$ cat config.mk
export PLATFORM = sky130hd
export DESIGN_NAME = mbnt_ram
export DESIGN_NICKNAME = d
export VERILOG_FILES = /design/src/mbnt_ram.sv
export SDC_FILE = /design/constraint.sdc
export NUM_CORES = 2
export LEC_CHECK = 0
export BUFFER_PORTS_ARGS = -buffer_cell sky130_fd_sc_hd__buf_4
export CAP_MARGIN = 15
export CORE_MARGIN = 2
export CORE_UTILIZATION = 36
export CTS_CLUSTER_SIZE = 24
export DETAILED_ROUTE_END_ITERATION = 7
export PLACE_DENSITY = 0.6
export SYNTH_ARGS = -nofsm -noshare
export SYNTH_HDL_FRONTEND = slang
export SYNTH_SLANG_ARGS = --single-unit
$ cat constraint.sdc
create_clock -name clk_i -period 3.74 [get_ports clk_i]
set_input_delay 0.374 -clock clk_i [delete_from_list [all_inputs] [get_ports clk_i]]
set_output_delay 0.374 -clock clk_i [all_outputs]
set_load 0.05 [all_outputs]
$ cat src/mbnt_ram.sv
// Generic single-write, single-read RAM with registered read data.
`timescale 1ns / 1ps

module mbnt_ram #(
  parameter int WIDTH = 32,
  parameter int DEPTH = 128
) (
  input  logic                     clk_i,
  input  logic                     we_i,
  input  logic [$clog2(DEPTH)-1:0] waddr_i,
  input  logic [WIDTH-1:0]         wdata_i,
  input  logic                     re_i,
  input  logic [$clog2(DEPTH)-1:0] raddr_i,
  output logic [WIDTH-1:0]         rdata_o
);

  logic [WIDTH-1:0] mem_q [DEPTH];
  logic [WIDTH-1:0] rdata_q;

  always_ff @(posedge clk_i) begin
    if (we_i) begin
      mem_q[waddr_i] <= wdata_i;
    end
    if (re_i) begin
      rdata_q <= mem_q[raddr_i];
    end
  end

  assign rdata_o = rdata_q;

endmodule

Yosys cells after proc, flatten, opt, wreduce, memory -nomap -nowiden
Memory sizes are Yosys's and may differ from the RTL's. A register that Yosys moved wholly into a read port is not among the register bits. Cells that the tools add are included.

Bits in registers: 0. Latch bits: 0. Memory bits (writable): 4096. ROM bits: 0. Bits of input ports: 49. Output and inout port bits: 32. Word-level logic and storage cells: 3. Memories kept: 1.

Add/sub/neg operators: 0. $mul: 0. Divide/modulo/power cells: 0. Order comparisons: 0. Equal/unequal tests: 0. Shift-type cells: 0. Multiplexer cells: 2. Bitwise operators: 0. Reductions and logical operators: 0.

Memory list: mem_q (words 128, bits a word 32, read ports 1, clocked after memory_dff 1, wr ports 1, line 17) `logic [WIDTH-1:0] mem_q [DEPTH];`.

Operators by type and width (count): 2-to-1 mux 1 bit (2).

Longest topological paths before layout
Depth in word-level cells: 2. Mapped depth: 8. Mapped depth without buffers: 4.

Worst setup path after synthesis
No wires, ideal clock.

Path kind: input to register. Start point: in we_i. End point: mem mem_q[98][0], enable pin. Library setup time: 0.461 ns. Arrival time: 3.152 ns. Setup slack: 0.127 ns. Cell stages on the path: 3. Path buffers: 1. Cell sequence: clkbuf_1 nand4_1 nor3_1.

Word-level cells in the longest chain between the ends: 2.

Ends and longest elaborated chain: start, declared (line 9) `input logic we_i,`; 2-to-1 mux 1 bit (line 21) `if (we_i) begin`; 2-to-1 mux 1 bit (not written as such) (line 22) `mem_q[waddr_i] <= wdata_i;`; end, declared (line 17).

Every way passes these cells.

==> summary.txt <==
Crit path kind = in -> reg
Die Span Y = 663.5 µm
Pre-CTS WS = -0.1688 ns
Grt total ovfl = 0
GPL Wtd Cong = 0.7999
Yosys Warn Count = 0
Sequential cell area = 124000 µm²
Largest net degree at the start of global routing = 129
Num rows = 242
Slew HR = 18.41%
Nets = 6633
Psw = 20.93 mW
Fmax = 340.0 MHz
Post-synthesis mux area share = 19.56%
P per Cell Area = 532.6 nW/µm²
Vias after detailed routing = 71600
Crit-path max FO = 27
Final setup fails = 0
WL final = 431100 µm
Number of max-cap violations = 0
Final hold viol count = 0
Synth Instances = 5990
Die width = 663.5 µm
Sw frac = 21.53%
Main combinational cell family by area after synthesis = multiplexers
Top cell type's share of synthesized area = 79.16%
Post-Synth Simple-Gate Area = 0.4450%
DR pass1 iterations = 6
Layout filler cell count = 36420
Number of synthesized flops with an enable pin = 4128
Slowest-stage cell, CP = mux4_2
CTS tree = yes
Tot GR Track Use = 19.32%
Worst-Margin Slew = 1.224 ns
RSZ-0062 raised after global routing = no
Dominant cell type by area after synthesis = edfxtp_1
Leak pwr = 55.56 nW
Post-synthesis compound-gate area fraction = 0%
Sequential area share after synthesis = 79.16%
Cell variety after synth = 16
Outcome = complete, no violations
Crit path launch type = primary input
Clock skew = 0.06773 ns
Dominant cells by area after synthesis = edfxtp_1 79%, mux4_2 19%, clkbuf_1 0.44%
First-pass GRT wire length = 595600 µm
PnR worst setup slack = 0.7985 ns
Tmin final = 2.941 ns
Core Region = 433900 µm²
Number of port buffers = 80
Max Buffers Root-to-Sink = 4
Cell seen most often among critical-path stages = mux4_2
Yosys reg bits = 4128
Layout cell share with drive strength beyond 1 = 37.31%
Routed Antenna Nets = 0
XOR/XNOR Fraction of Synth Area = 0%
Crit end category = flop
Setup TNS = 0 ns
Post-synth net total = 6039
Req. time, crit path = 4.45 ns
Async SR Flop Fraction = 0%
Routed vias/inst = 5.648
Worst-path cell chain = buf_16 -> buf_12 -> buf_12 -> buf_4 -> mux4_2 -> mux4_2 -> mux4_2 -> mux2_2
Drt wl/cell = 34.01 µm
Die ar. = 440300 µm²
Worst-skew pair later-pin latency = 1.00 ns
Total CTS buffers = 404
Clk pwr share = 41.8%
Max stage delay on crit path = 0.67 ns
Clock slew at reported path FFs = 0.06 ns
Detailed placement HPWL = 244800 µm
Reg power frac = 52.8%
Initial core utilization = 36.09%
Multi-input logic area = 32290 µm²
Peak VDD IR = 380.6 µV
Main flop type after synthesis = edfxtp_1
Initial antenna violation count = 60
Worst hold path type = in -> reg
R2R Setup Slk = 0.89 ns
Comb power frac = 5.4%
Syn avg cell area = 26.14 µm²
Post-Syn Area = 156600 µm²
Synth-to-Final Area Change = 16.61%
Vias in the first global route = 72800
Post-route DRC = 0
Slew Limit Fails = 0
Worst EP arrival = 3.65 ns
# clock sinks = 4128
Io pins = 81
Internal power = 76.32 mW
Root Buffer = clkbuf_16
Iter 0 DRT Violations = 9497
Post-synthesis adder-cell area fraction = 0%
Final Cycle Share = 78.65%
CTS H-tree lvls = 5
[metrics by stage]
stage	instance area, µm²	std cells	power (mW)	hold slack [ns]	util (%)
2_1_floorplan	156600	5990	54.78	0.4729	-
3_3_place_gp	169200	11900	57.57	0.7205	39.00
3_5_place_dp	169200	11900	57.67	0.7355	39.00
4_1_cts	182500	12650	97.94	0.004532	42.06
5_1_grt	182600	12660	99.78	0.04624	42.08
6_report	182600	12680	97.25	0.06674	42.09
[worst max-delay path, delay by kind of cell]
kind,cells,cell delay (ns)
buffers and inverters,4,1.02
multiplexers,4,2.09
[timing repair]
action                                 in CTS  in global routing
endpoints found under the hold margin     281                 87
setup buffers                               0                  0
hold buffers                               10                  2
resized for setup                           0                  0
[cells in the final DEF (no fill, tap or decap), types with 5 or more instances in the layout]
cell type         n
clkinv_1         89
clkinv_2         88
nor2b_1           7
mux4_2         1344
inv_6             8
nor2_4          119
clkbuf_16       407
buf_4           321
clkinv_16         9
edfxtp_1       4128
clkinv_4          5
diode_2          19
mux2_2           32
clkbuf_1         76
dlygate4sd3_1    12
bufinv_16        44
nand3_1           8
nand2_1          11
nor3_2            9
buf_12          164
clkinvlp_4       10
[logic make-up (layout without fill, tap and decap cells)]
logic type	Yosys count	in the layout
buffers and inverters	316	1249
other	0	19
muxes	1376	1376
DFF	4128	4128
and+or+nand+nor	170	170
[sequential cells by signal (all words and copies together) (netlist names)]
register	cells
mem_q	4096
rdata_o	32
[cell usage after synthesis, types with 2 or more instances]
cell type	count
edfxtp_1	4128
mux4_2	1344
clkbuf_1	182
nor2_1	122
buf_2	79
buf_1	50
mux2_2	32
nand2_1	14
nand3_1	12
nor3_1	9
nor2b_1	7
buf_4	3
nand4_1	3
buf_6	2
nand2b_1	2
[metal layers]
layer  part of all wire [%]  vias to the layer above  GRT usage, %
li1                       -                    27700             -
met4                    3.6                       36         6.470
met5                  0.054                        -             0
met3                    8.0                      621         3.168
met1                     39                    39920         25.96
met2                     50                     3314         32.16
[power by group through the flow]
stage / sequential [mW] / clock, mW / combinational, mW
floorplan: 52.3 / 0 / 2.47
global placement: 52.3 / 0 / 5.25
detailed placement: 52.3 / 0 / 5.34
CTS: 51.3 / 41.2 / 5.36
global route: 51.3 / 43.0 / 5.49
finish: 51.3 / 40.6 / 5.29
[layout make-up]
| class | instances | area share (%) |
|---|---|---|
| Clock inverter | 262 | 1.485 |
| Timing Repair Buffer | 504 | 3.259 |
| Antenna cell | 19 | 0.02604 |
| Sequential cell | 4128 | 67.88 |
| Tap cell | 5734 | 3.929 |
| Clock buffer | 483 | 5.734 |
| Multi-Input combinational cell | 1546 | 17.68 |
[worst paths after layout]
path	startpoint	endpoint	cells past startpoint
worst max-delay path	raddr_i[0]	rdata_o[30]$_DFFE_PP_	8
worst min-delay path	wdata_i[7]	mem_q[106][7]$_DFFE_PP_	1
worst min register to register	mem_q[86][22]$_DFFE_PP_	rdata_o[22]$_DFFE_PP_	4
worst max register to register	mem_q[103][27]$_DFFE_PP_	rdata_o[27]$_DFFE_PP_	4
No activity file was read; power rests on OpenSTA's default activity.
