--- config.mk ---
export PLATFORM = sky130hd
export DESIGN_NAME = mbnt_ctrl
export DESIGN_NICKNAME = d
export VERILOG_FILES = /design/src/mbnt_pkg.sv /design/src/mbnt_ctrl.sv
export SDC_FILE = /design/constraint.sdc
export NUM_CORES = 1
export LEC_CHECK = 0
export BUFFER_PORTS_ARGS = -buffer_cell sky130_fd_sc_hd__buf_4
export CORE_MARGIN = 8
export CORE_UTILIZATION = 42
export DETAILED_ROUTE_END_ITERATION = 10
export PLACE_DENSITY = 0.72
export SYNTH_ARGS = -nofsm -noshare
export SYNTH_HDL_FRONTEND = slang
export SYNTH_SLANG_ARGS = --single-unit
--- constraint.sdc ---
create_clock -name clk_i -period 15.3 [get_ports clk_i]
set_input_delay 3.06 -clock clk_i [delete_from_list [all_inputs] [get_ports clk_i]]
set_output_delay 3.06 -clock clk_i [all_outputs]
set_load 0.02 [all_outputs]
--- src/mbnt_pkg.sv ---
// Shared constants and types for the missing-block NACK tracker.
`timescale 1ns / 1ps

package mbnt_pkg;

  localparam int MAX_BLOCKS  = 4096;
  localparam int BLOCK_BYTES = 1024;
  localparam int MAX_RANGES  = 32;

  localparam int BLK_W  = 12;  // block_number, range_first, range_last
  localparam int TOT_W  = 13;  // total_count
  localparam int OFS_W  = 22;  // write_offset
  localparam int KIND_W = 2;

  // received bitmap is kept as words of a RAM
  localparam int WORD_BITS = 32;
  localparam int BIT_W     = $clog2(WORD_BITS);
  localparam int WORDS     = MAX_BLOCKS / WORD_BITS;
  localparam int WADDR_W   = $clog2(WORDS);

  localparam int IDX_W  = BLK_W + 1;               // scan index, may reach MAX_BLOCKS
  localparam int HS_W   = BLK_W + 1;               // signed highest-seen mark
  localparam int AT_W   = TOT_W + 1;               // signed announced total
  localparam int RCNT_W = $clog2(MAX_RANGES + 1);  // ranges started in a report

  typedef enum logic [KIND_W-1:0] {
    KIND_ACK   = 2'd0,
    KIND_RANGE = 2'd1,
    KIND_DONE  = 2'd2,
    KIND_NONE  = 2'd3
  } mbnt_kind_e;

  typedef struct packed {
    logic              valid;
    mbnt_kind_e        kind;
    logic              newly;
    logic [OFS_W-1:0]  offset;
    logic [BLK_W-1:0]  first;
    logic [BLK_W-1:0]  last;
    logic              final_flag;
  } mbnt_res_t;

endpackage

--- src/mbnt_ctrl.sv ---
// Sequencer: bitmap clear, block update and bit-serial missing-range scan.
`timescale 1ns / 1ps

module mbnt_ctrl import mbnt_pkg::*; (
  input  logic                 clk_i,
  input  logic                 rst_ni,
  input  logic                 in_valid_i,
  output logic                 in_ready_o,
  input  logic                 command_i,
  input  logic [BLK_W-1:0]     block_number_i,
  input  logic [TOT_W-1:0]     total_count_i,
  input  logic                 out_free_i,
  output mbnt_res_t            res_o,
  output logic                 ram_we_o,
  output logic [WADDR_W-1:0]   ram_waddr_o,
  output logic [WORD_BITS-1:0] ram_wdata_o,
  output logic                 ram_re_o,
  output logic [WADDR_W-1:0]   ram_raddr_o,
  input  logic [WORD_BITS-1:0] ram_rdata_i
);

  localparam logic [2:0] ST_CLEAR    = 3'd0;
  localparam logic [2:0] ST_IDLE     = 3'd1;
  localparam logic [2:0] ST_UPD      = 3'd2;
  localparam logic [2:0] ST_SCAN_RD  = 3'd3;
  localparam logic [2:0] ST_SCAN_BIT = 3'd4;
  localparam logic [2:0] ST_END      = 3'd5;
  localparam logic [2:0] ST_TAIL     = 3'd6;
  localparam logic [2:0] ST_SPARE    = 3'd7;

  localparam logic signed [AT_W-1:0] LAST_BLK_S = AT_W'(MAX_BLOCKS - 1);
  localparam logic [RCNT_W-1:0]      RCNT_MAX   = RCNT_W'(MAX_RANGES);

  logic [2:0]              state_q, state_d;
  logic [WADDR_W-1:0]      clr_q, clr_d;
  logic [BLK_W-1:0]        blk_q, blk_d;
  logic [TOT_W-1:0]        tot_q, tot_d;
  logic signed [HS_W-1:0]  hs_q, hs_d;
  logic signed [AT_W-1:0]  at_q, at_d;
  logic [IDX_W-1:0]        idx_q, idx_d;
  logic                    pend_q, pend_d;
  logic [BLK_W-1:0]        pf_q, pf_d;
  logic [BLK_W-1:0]        pl_q, pl_d;
  logic [RCNT_W-1:0]       n_q, n_d;

  logic                    accept;
  logic signed [AT_W-1:0]  hs_x;
  logic signed [AT_W-1:0]  idx_x;
  logic signed [AT_W-1:0]  at_m1;
  logic signed [AT_W-1:0]  tail_f;
  logic signed [AT_W-1:0]  tail_l;
  logic                    past_end;
  logic                    tail_ok;
  logic                    cur_bit;
  logic                    upd_bit;
  logic [IDX_W-1:0]        idx_nxt;
  logic                    idx_wrap;

  assign in_ready_o = (state_q == ST_IDLE);
  assign accept     = in_valid_i && in_ready_o;

  assign hs_x     = {hs_q[HS_W-1], hs_q};
  assign idx_x    = {1'b0, idx_q};
  assign at_m1    = at_q - AT_W'(1);
  assign tail_f   = hs_x + AT_W'(1);
  assign tail_l   = (at_m1 > LAST_BLK_S) ? LAST_BLK_S : at_m1;
  assign past_end = idx_x > hs_x;
  assign tail_ok  = (n_q != RCNT_MAX) && (hs_x < at_m1) && (tail_f <= tail_l);

  assign cur_bit  = ram_rdata_i[idx_q[BIT_W-1:0]];
  assign upd_bit  = ram_rdata_i[blk_q[BIT_W-1:0]];
  assign idx_nxt  = idx_q + IDX_W'(1);
  assign idx_wrap = (idx_nxt[BIT_W-1:0] == '0);

  always_comb begin
    state_d = state_q;
    clr_d   = clr_q;
    blk_d   = blk_q;
    tot_d   = tot_q;
    hs_d    = hs_q;
    at_d    = at_q;
    idx_d   = idx_q;
    pend_d  = pend_q;
    pf_d    = pf_q;
    pl_d    = pl_q;
    n_d     = n_q;

    res_o            = '0;
    res_o.kind       = KIND_ACK;
    res_o.final_flag = 1'b1;

    ram_we_o    = 1'b0;
    ram_waddr_o = clr_q;
    ram_wdata_o = '0;
    ram_re_o    = 1'b0;
    ram_raddr_o = idx_q[BLK_W-1:BIT_W];

    unique case (state_q)
      ST_CLEAR: begin
        ram_we_o = 1'b1;
        clr_d    = clr_q + WADDR_W'(1);
        if (clr_q == WADDR_W'(WORDS - 1)) begin
          state_d = ST_IDLE;
        end
      end
      ST_IDLE: begin
        ram_raddr_o = block_number_i[BLK_W-1:BIT_W];
        if (accept) begin
          blk_d = block_number_i;
          tot_d = total_count_i;
          if (command_i) begin
            idx_d   = '0;
            pend_d  = 1'b0;
            n_d     = '0;
            state_d = ST_SCAN_RD;
          end else begin
            ram_re_o = 1'b1;
            state_d  = ST_UPD;
          end
        end
      end
      ST_UPD: begin
        ram_waddr_o = blk_q[BLK_W-1:BIT_W];
        ram_wdata_o = ram_rdata_i | (WORD_BITS'(1) << blk_q[BIT_W-1:0]);
        if (out_free_i) begin
          res_o.valid = 1'b1;
          if ($signed({1'b0, blk_q}) > hs_q) begin
            hs_d = {1'b0, blk_q};
          end
          if (!upd_bit) begin
            ram_we_o     = 1'b1;
            at_d         = {1'b0, tot_q};
            res_o.newly  = 1'b1;
            res_o.offset = OFS_W'(32'(blk_q) * 32'(BLOCK_BYTES));
          end
          state_d = ST_IDLE;
        end
      end
      ST_SCAN_RD: begin
        if (past_end) begin
          state_d = ST_END;
        end else begin
          ram_re_o = 1'b1;
          state_d  = ST_SCAN_BIT;
        end
      end
      ST_SCAN_BIT: begin
        if (past_end) begin
          state_d = ST_END;
        end else if (cur_bit || (pend_q && (pl_q == idx_q[BLK_W-1:0] - BLK_W'(1)))) begin
          // received, or extends the open run
          if (!cur_bit) begin
            pl_d = idx_q[BLK_W-1:0];
          end
          idx_d = idx_nxt;
          if (idx_wrap) begin
            state_d = ST_SCAN_RD;
          end
        end else if (n_q == RCNT_MAX) begin
          // list full: the open run is the last one reported
          if (out_free_i) begin
            res_o.valid = 1'b1;
            res_o.kind  = KIND_RANGE;
            res_o.first = pf_q;
            res_o.last  = pl_q;
            state_d     = ST_IDLE;
          end
        end else if (!pend_q || out_free_i) begin
          if (pend_q) begin
            res_o.valid      = 1'b1;
            res_o.kind       = KIND_RANGE;
            res_o.first      = pf_q;
            res_o.last       = pl_q;
            res_o.final_flag = 1'b0;
          end
          pend_d = 1'b1;
          pf_d   = idx_q[BLK_W-1:0];
          pl_d   = idx_q[BLK_W-1:0];
          n_d    = n_q + RCNT_W'(1);
          idx_d  = idx_nxt;
          if (idx_wrap) begin
            state_d = ST_SCAN_RD;
          end
        end
      end
      ST_END: begin
        if (out_free_i) begin
          res_o.valid = 1'b1;
          if (pend_q) begin
            res_o.kind       = KIND_RANGE;
            res_o.first      = pf_q;
            res_o.last       = pl_q;
            res_o.final_flag = !tail_ok;
            state_d          = tail_ok ? ST_TAIL : ST_IDLE;
          end else if (tail_ok) begin
            res_o.kind  = KIND_RANGE;
            res_o.first = tail_f[BLK_W-1:0];
            res_o.last  = tail_l[BLK_W-1:0];
            state_d     = ST_IDLE;
          end else begin
            res_o.kind = (hs_x == at_m1) ? KIND_DONE : KIND_NONE;
            state_d    = ST_IDLE;
          end
        end
      end
      ST_TAIL: begin
        if (out_free_i) begin
          res_o.valid = 1'b1;
          res_o.kind  = KIND_RANGE;
          res_o.first = tail_f[BLK_W-1:0];
          res_o.last  = tail_l[BLK_W-1:0];
          state_d     = ST_IDLE;
        end
      end
      ST_SPARE: begin
        state_d = ST_IDLE;
      end
      default: begin
        state_d = ST_IDLE;
      end
    endcase
  end

  always_ff @(posedge clk_i or negedge rst_ni) begin
    if (!rst_ni) begin
      state_q <= ST_CLEAR;
      clr_q   <= '0;
      hs_q    <= '1;
      at_q    <= '1;
      pend_q  <= 1'b0;
      n_q     <= '0;
    end else begin
      state_q <= state_d;
      clr_q   <= clr_d;
      hs_q    <= hs_d;
      at_q    <= at_d;
      pend_q  <= pend_d;
      n_q     <= n_d;
    end
  end

  always_ff @(posedge clk_i) begin
    blk_q <= blk_d;
    tot_q <= tot_d;
    idx_q <= idx_d;
    pf_q  <= pf_d;
    pl_q  <= pl_d;
  end

`ifndef SYNTHESIS
  a_no_overwrite: assert property (@(posedge clk_i) disable iff (!rst_ni)
    res_o.valid |-> out_free_i)
    else $error("result issued while output stage busy");

  a_block_two_cycles: assert property (@(posedge clk_i) disable iff (!rst_ni)
    (accept && !command_i) |=> (state_q == ST_UPD))
    else $error("block update did not follow accept");

  a_range_count: assert property (@(posedge clk_i) disable iff (!rst_ni)
    n_q <= RCNT_MAX)
    else $error("range count above limit");

  a_run_ordered: assert property (@(posedge clk_i) disable iff (!rst_ni)
    (pend_q && (state_q == ST_SCAN_BIT || state_q == ST_END)) |-> (pf_q <= pl_q))
    else $error("open run reversed");
`endif

endmodule

== Yosys cells after proc, flatten, opt, wreduce, memory -nomap -nowiden ==
Index checks and enable logic that the tools add are counted.

* Bits in registers: 106
* Input port bits: 62
* Output and inout port bits: 100
* Word-level logic and storage cells: 160

* Add/sub/neg operators: 6
* Order comparisons: 7
* Equality and inequality tests: 25
* Shift-type cells: 1
* Muxes and demuxes: 84
* Bitwise gates (word level): 5
* Reductions and logical operators: 21

{| class="wikitable"
|+ Operators with widths
! operator !! number
|-
| $mux W25 || 5
|-
| $mux W24 || 5
|-
| $mux W13 || 6
|-
| $pmux W24 S3 || 1
|-
| $mux W23 || 3
|-
| $mux W3 || 18
|-
| $mux W12 || 4
|-
| $mux W6 || 6
|-
| $mux W32 || 1
|-
| $or A32 B32 Y32 || 1
|-
| $shl A1 B5 Y32 const A || 1
|-
| $pmux W13 S2 || 1
|-
| $pmux W3 S7 || 1
|-
| $mux W1 || 19
|-
| $ne A2 B2 Y1 const B || 8
|-
| $add A13 B2 Y14 const B || 1
|-
| $eq A13 B14 Y1 || 1
|-
| $gt A14 B13 Y1 || 1
|-
| $gt A14 B13 Y1 const B || 1
|-
| $le A14 B14 Y1 || 1
|-
| $lt A13 B14 Y1 || 1
|-
| $mux W14 || 1
|-
| $mux W7 || 2
|-
| $sub A14 B2 Y14 const B || 1
|-
| 36 further kinds || 59
|}

== Logic depth before layout (Yosys ltp) ==
Gate-level depths: netlist of the first run.

* Depth in word-level cells: 9
* Gate-level depth with buffers: 20
* Mapped depth without buffers: 18

== Least setup slack after synthesis of the first run ==
Ideal clock, no wire load.

* Kind: input to output
* Start point: input ram_rdata_i[31]
* End point: output res_o[42] in the netlist's numbering
* Data arrival time: 5176 ps
* Data required time: 12240 ps
* Slack: 7064 ps
* Stages on the path: 7
* Buffers on the path: 1
* Cells stage by stage: mux4_2 -> mux4_2 -> mux2i_1 -> nand2_1 -> nor2_2 -> clkbuf_1 -> and2_1

{| class="wikitable"
|+ RTL lines
! item !! RTL line !! text
|-
| start: declaration || mbnt_ctrl.sv:19 || <nowiki>input logic [WORD_BITS-1:0] ram_rdata_i</nowiki>
|-
| end: declaration || mbnt_ctrl.sv:13 || <nowiki>output mbnt_res_t res_o,</nowiki>
|}

==> results.toml, run 1 <==
[synthesis]
syn-mean-instance-area_um2 = 9.42
synthCells = 866
ys_warn_count = 0
synth_top_flop_cell = "edfxtp_1"
syn-cell-area_mm2 = 0.00816
yosysTopAreaCellShare_pct = 22.8
synth_async_sr_flop_share_pct = 41.5
synth_edf_count = 62
synth-seq-cells = 106
netlist_top_cells_area = "edfxtp_1 23%, ha_1 9.2%, dfstp_2 8.7%, dfrtp_1 5.2%, mux4_2 5.0%"
ys_seq_area_share_pct = 36.7
yosys.cell_types.count = 69
yosysTopAreaCell = "edfxtp_1"

[sta]
tns_ns = 0
period_share_pct = 57.4
max_freq_ghz = 0.114
hold_viol = 0
min_period_ns = 8.78
fin_skew_ns = 0.00775
maxSlewViolCount = 0
slew_headroom_pct = 23.6
rsz0062_at_grt = "false"
finalWorstSetupSlack_ns = 6.52
tightest_slew_ns = 1.14
final-setup-viol-count = 0

[clock_network]
clock_path_buffers = 2
path_clk_slew_ns = 0.07
cts_root_buf = "clkbuf_16"
cts_buffers = 9
cts_tree = "yes"
ctsHoldBuffers = 0
cts-resized-gates = 0
cts_sinks = 106
clk_latency_ns = 0.36
cts_setup_buffers = 0
cts_max_level = 3

[pwr]
max-vdd-ir-drop_v = 0.0000814
leakage_nw = 4.02
power_density_mw_per_mm2 = 169

[global_routing]
grt_pass1_wl_um = 38400
grt_usage_pct = 20.2
grt_antenna_before_repair = 0
grt_max_degree = 45
gr-total-overflow = 0
grt_pass1_vias = 7146

[critical_path]
end_kind = "output pin"
rr_worst_depth = 19
cp_max_fo = 28
start_kind = "input port"
worstSetupPathType = "input port to output pin"
arrival_ns = 5.72
required_ns = 12.24

[final_layout]
fillers = 1821
instances_no_fill = 1264
diodes = 0
postLayoutCellArea_mm2 = 0.00981
layout-drive-gt1-share_pct = 26.6
layout_commonest_cell = "buf_4"
area_delta_synth_final_pct = 20.3
postLayoutCoreUtil_pct = 50.9
final_cell_mix = "161 x buf_4, 81 x nor2_1, 78 x nand2_1, 62 x edfxtp_1, 60 x ha_1"
final_nets = 1116

[flow_run]
max-cap-violations = 0

[placed_design]
io_buffer_count = 151
place_inst = 1248
postPlaceCellArea_mm2 = 0.00949
hpwlAfterDp_um = 19000
dp_slack_ns = 6.49
gp_congestion = 0.877

[routing]
drt-total-wl_um = 24400
vias_per_cell = 5.66
drtIter0Drc = 710
first_pass_iters = 7
vias = 7160
drc = 0
wl_per_cell_um = 19.3
antenna_left = 0

[floorplanning]
pin_count = 162
rows = 51
core_area_mm2 = 0.0193
start_util_pct = 42.3
die_w_um = 155
die-area_mm2 = 0.0241
dieHeight_um = 155

[worst_hold_path]
min_path_type = "flip-flop to flip-flop"
hold_depth = 2

[outcome]
status = "finished clean"
==> worst paths after layout <==
check,startpoint,to,slack [ns]
max,ram_rdata_i[31],res_o[45],6.52
min reg2reg,tot_q[1]$_DFFE_PP_,at_q[1]$_DFFE_PN1P_,0.47
max reg2reg,at_q[0]$_DFFE_PN1P_,state_q[2]$_DFFE_PN0P_,10.38
min,tot_q[1]$_DFFE_PP_,at_q[1]$_DFFE_PN1P_,0.47
min in group asynchronous,rst_ni,clr_q[1]$_DFFE_PN0N_,2.69
max in group asynchronous,rst_ni,n_q[5]$_DFFE_PN0P_,12.22
==> through the flow <==
stage	hold WS, ns	total power, W
final	0.466	0.00166
after global placement	0.443	0.00138
after detailed placement	0.448	0.00140
after CTS	0.467	0.00165
after floorplan	0.429	0.00111
after global routing	0.503	0.00178
==> synthesized netlist by cell type, types with 6 or more instances <==
library cell	count
nor2_1	81
nand2_1	78
edfxtp_1	62
ha_1	60
a21oi_1	57
inv_1	37
o21ai_0	34
xnor2_1	34
clkbuf_1	33
mux2_2	32
and2_1	31
nand3_1	29
dfstp_2	27
nand4_1	21
mux4_2	18
nor3_1	18
xor2_1	18
dfrtp_1	17
nand2b_1	17
buf_4	10
nor2b_1	10
nor4_1	10
nor3b_1	9
o31ai_1	8
or3_1	8
a21o_1	7
a31oi_1	6
buf_1	6
o21ai_1	6
==> flip-flops by register name (all words and copies together) (netlist names) <==
register,cells
state_q,3
pl_q,12
blk_q,12
pend_q,1
n_q,6
clr_q,7
hs_q,13
idx_q,13
tot_q,13
at_q,14
pf_q,12
==> cell families (layout without fill, tap and decap cells) <==
group	count (synthesis)	after routing	synth area share [%]
and+or+nand+nor	335	335	20.7
muxes	58	58	10.4
DFF	106	106	36.7
buffers and inverters	90	214	4.66
other	1	10	0.0460
xor gates and xnor gates	52	52	5.58
AOI/OAI and AO/OA	164	164	12.6
adders and majority gates	60	60	9.21
==> layer usage <==
metal	part of all wire, %	GRT usage [%]
met5	0	0
met4	3.0	7.35
met3	11	6.77
met2	45	31.6
met1	41	25.5
==> report_power, final <==
group	internal (W)	switching (W)	total, W
clock	0.000132	0.000118	0.000250
sequential	0.000415	0.000144	0.000559
combinational	0.000373	0.000476	0.000849
==> critical path, stage by stage <==
cell	delay [ns]
buf_4	0.12
mux4_2	0.46
mux4_2	0.49
mux2i_1	0.15
nand2_1	0.13
nor2_2	0.88
and2_1	0.25
buf_4	0.15
==> final cells by class <==
type                            count  area (µm²)  share of cell area [%]
Clock buffer                        9         225                    2.30
Tap cell                          265         332                    3.38
Inverter                           37         139                    1.42
Timing Repair Buffer              161        1210                    12.3
Sequential cell                   106        3000                    30.5
Clock inverter                      7         100                    1.02
Multi-Input combinational cell    679        4810                    49.0
Note: power is estimated with default switching activity, not from simulation.
==> run 2: changes to the inputs <==
ABC_AREA = 1   (was default)
PLACE_DENSITY = 0.71   (was 0.72)
clock period = 8.4 ns   (was 15.3 ns; I/O delays follow)
==> run 2 against run 1 <==
Cell count increased by 31%. Die area increased by 11%. Global-route usage increased by 2.5 points. Register-to-register slack got worse by 5.8 ns. Flip-flop and latch count unchanged.
==> results.toml, run 2 <==
[outcome]
status = "finished clean"

[synthesis]
yosysTopAreaCell = "edfxtp_1"
synth_async_sr_flop_share_pct = 41.5
syn-mean-instance-area_um2 = 7.31
synthCells = 1254
synth-simple-area-share_pct = 30.5
synthMuxAreaShare_pct = 0
synth-seq-cells = 106
yosysTopAreaCellShare_pct = 20.3
synth_xor_area_share_pct = 4.15
synth_top_flop_cell = "edfxtp_1"
yosys.cell_types.count = 51
synth_top_family_by_area = "simple AND/OR/NAND/NOR gates"
ys_warn_count = 0
netlist_top_cells_area = "edfxtp_1 20%, nand2_1 12%, ha_1 8.2%, dfstp_2 7.7%, inv_1 6.8%"
synthTopCellsByCount = "289 x nand2_1, 165 x inv_1, 94 x nor2_1"
synth-compound-area-share_pct = 12.9
ys_seq_area_share_pct = 32.7
syn-cell-area_mm2 = 0.00917
synth_edf_count = 62
synth_most_common_cell = "nand2_1"
synth_fa_ha_area_share_pct = 8.18

[sta]
rsz0062_at_grt = "false"
tns_ns = 0
hold_viol = 0
min_period_ns = 6.46
slew_headroom_pct = 27.6
final-setup-viol-count = 0
period_share_pct = 77.0
fin_skew_ns = 0.00765
finalWorstSetupSlack_ns = 1.94
tightest_slew_ns = 1.08
whs_ns = 0.452
maxSlewViolCount = 0
max_freq_ghz = 0.155

[placed_design]
hpwlAfterDp_um = 24100
gp_congestion = 1.00
place_inst = 1638
io_buffer_count = 151
dp_slack_ns = 2.36

[critical_path]
crit_path_start = "at_q[0]$_DFFE_PN1P_"
regToRegStartpoint = "at_q[0]$_DFFE_PN1P_"
start_kind = "flip-flop"
end_kind = "output pin"
worstSetupPathType = "flip-flop to output pin"
required_ns = 6.72
arrival_ns = 4.78
cp_max_fo = 21

[clock_network]
cts_root_buf = "clkbuf_16"
cts-resized-gates = 0
cts_sinks = 106
path_clk_slew_ns = 0.08
cts_setup_buffers = 0
cts_max_level = 3
clk_latency_ns = 0.36
cts_tree = "yes"
ctsHoldBuffers = 0
clock_path_buffers = 2
cts_buffers = 9

[pwr]
combPwrFrac_pct = 59.0
swShare_pct = 51.3
switchingPower_w = 0.00168
power_density_mw_per_mm2 = 306
max-vdd-ir-drop_v = 0.000136
clkPwrFrac_pct = 12.9
intPower_w = 0.00159
leakage_nw = 5.15
power_frac_seq_pct = 28.1

[routing]
vias = 8926
wl_per_cell_um = 18.4
drc = 0
drtIter0Drc = 627
first_pass_iters = 6
antenna_left = 0
drt-total-wl_um = 30500
vias_per_cell = 5.40

[final_layout]
fillers = 2165
diodes = 0
largest_reg_flops = 14
largest_register = "at_q"
area_delta_synth_final_pct = 16.3
multi_input_area_mm2 = 0.00516
final_nets = 1491
final_cell_mix = "289 x nand2_1, 165 x inv_1, 157 x buf_4, 92 x nor2_1, 74 x a21oi_1"
layout-drive-gt1-share_pct = 21.0
layout_commonest_cell = "nand2_1"
seq_area_mm2 = 0.00300
instances_no_fill = 1654

[flow_run]
max-cap-violations = 0

[global_routing]
gr-total-overflow = 0
grt_pass1_wl_um = 47800
grt_antenna_before_repair = 0
grt_pass1_vias = 8607
grt_max_degree = 45
grt_usage_pct = 22.7

[floorplanning]
start_util_pct = 42.4
die_w_um = 164
pin_count = 162
rows = 54
die-area_mm2 = 0.0268
dieHeight_um = 164
core_area_mm2 = 0.0216

[worst_hold_path]
min_path_type = "flip-flop to flip-flop"
min_from = "at_q[13]$_DFFE_PN1P_"
==> run 2: changes by cell type after synthesis, moves of 18 or more <==
| cell | before | now |
|---|---|---|
| and2_1 | 31 | 0 |
| inv_1 | 37 | 165 |
| mux2_2 | 32 | 0 |
| mux4_2 | 18 | 0 |
| nand2_1 | 78 | 289 |
| nand2_2 | 0 | 24 |
| nand3_1 | 29 | 72 |
| nand3_2 | 0 | 19 |
| nand4_1 | 21 | 44 |
| o21ai_0 | 34 | 69 |
| xnor2_1 | 34 | 10 |
==> run 2: path summary, 6_finish.rpt <==
path,endpoint,slack [ns],cells after the start
worst max-delay path,res_o[18],1.94,25
worst min-delay path,at_q[13]$_DFFE_PN1P_,0.45,2
worst max register to register,state_q[0]$_DFFE_PN0P_,4.62,23
worst min register to register,at_q[13]$_DFFE_PN1P_,0.45,2
max in group asynchronous,clr_q[2]$_DFFE_PN0N_,6.66,1
min in group asynchronous,n_q[4]$_DFFE_PN0P_,1.32,1
==> run 2: cell type report <==
| class | instances | area share (%) |
|---|---|---|
| multi-input combinational | 914 | 48.4 |
| sequential | 106 | 28.1 |
| timing repair buffer | 157 | 11.0 |
| inverter | 181 | 6.44 |
| tap | 280 | 3.28 |
| clock buffer | 10 | 2.24 |
| clock inverter | 6 | 0.516 |
==> run 2: routing by layer <==
layer | up-vias | track usage (%) | share of wire [%]
met5 | - | 0 | 0
met1 | 4090 | 30.0 | 43
met4 | 0 | 7.48 | 2.3
met2 | 405 | 36.9 | 46
li1 | 4381 | - | -
met3 | 50 | 4.31 | 8.3
==> run 2: kinds of logic after synthesis <==
| group | count (synthesis) |
|---|---|
| AND/OR/NAND/NOR | 593 |
| AO/OA/AOI/OAI | 210 |
| buffers and inverters | 243 |
| adder cells (fa/ha/maj) | 60 |
| flip-flops | 106 |
| other | 1 |
| XOR/XNOR | 41 |
==> run 2: critical path, stage by stage (launching register included) <==
cell	delay (ns)
dfstp_2	0.54
inv_1	0.07
ha_1	0.24
nand3_1	0.14
nor2_2	0.07
nand2_1	0.07
xor2_1	0.25
inv_2	0.08
nor2_2	0.56
nor2_1	0.15
ha_1	0.34
nand2_1	0.06
nor2_1	0.12
o21ai_0	0.10
nand3_1	0.09
nand2_1	0.07
nand2_1	0.08
nand2_1	0.05
nand3_1	0.10
nand2_1	0.26
nor2_2	0.51
nand2_1	0.12
nand2_1	0.08
nand2_1	0.06
nand3_2	0.06
buf_4	0.14
==> run 2: power by group through the flow <==
stage	sequential, W	clock (W)	combinational, W
CTS	0.000916	0.000429	0.00192
floorplan	0.000828	0	0.00142
global route	0.000938	0.000447	0.00218
finish	0.000920	0.000422	0.00193
detailed placement	0.000925	0	0.00191
global placement	0.000925	0	0.00188
==> run 2: per-stage QoR <==
step	power (W)	area (µm²)	util (%)
after floorplan	0.00224	9210	-
after global placement	0.00281	10400	48.0
after detailed placement	0.00284	10400	48.0
after CTS	0.00327	10700	49.3
after global routing	0.00357	10700	49.3
final	0.00327	10700	49.3
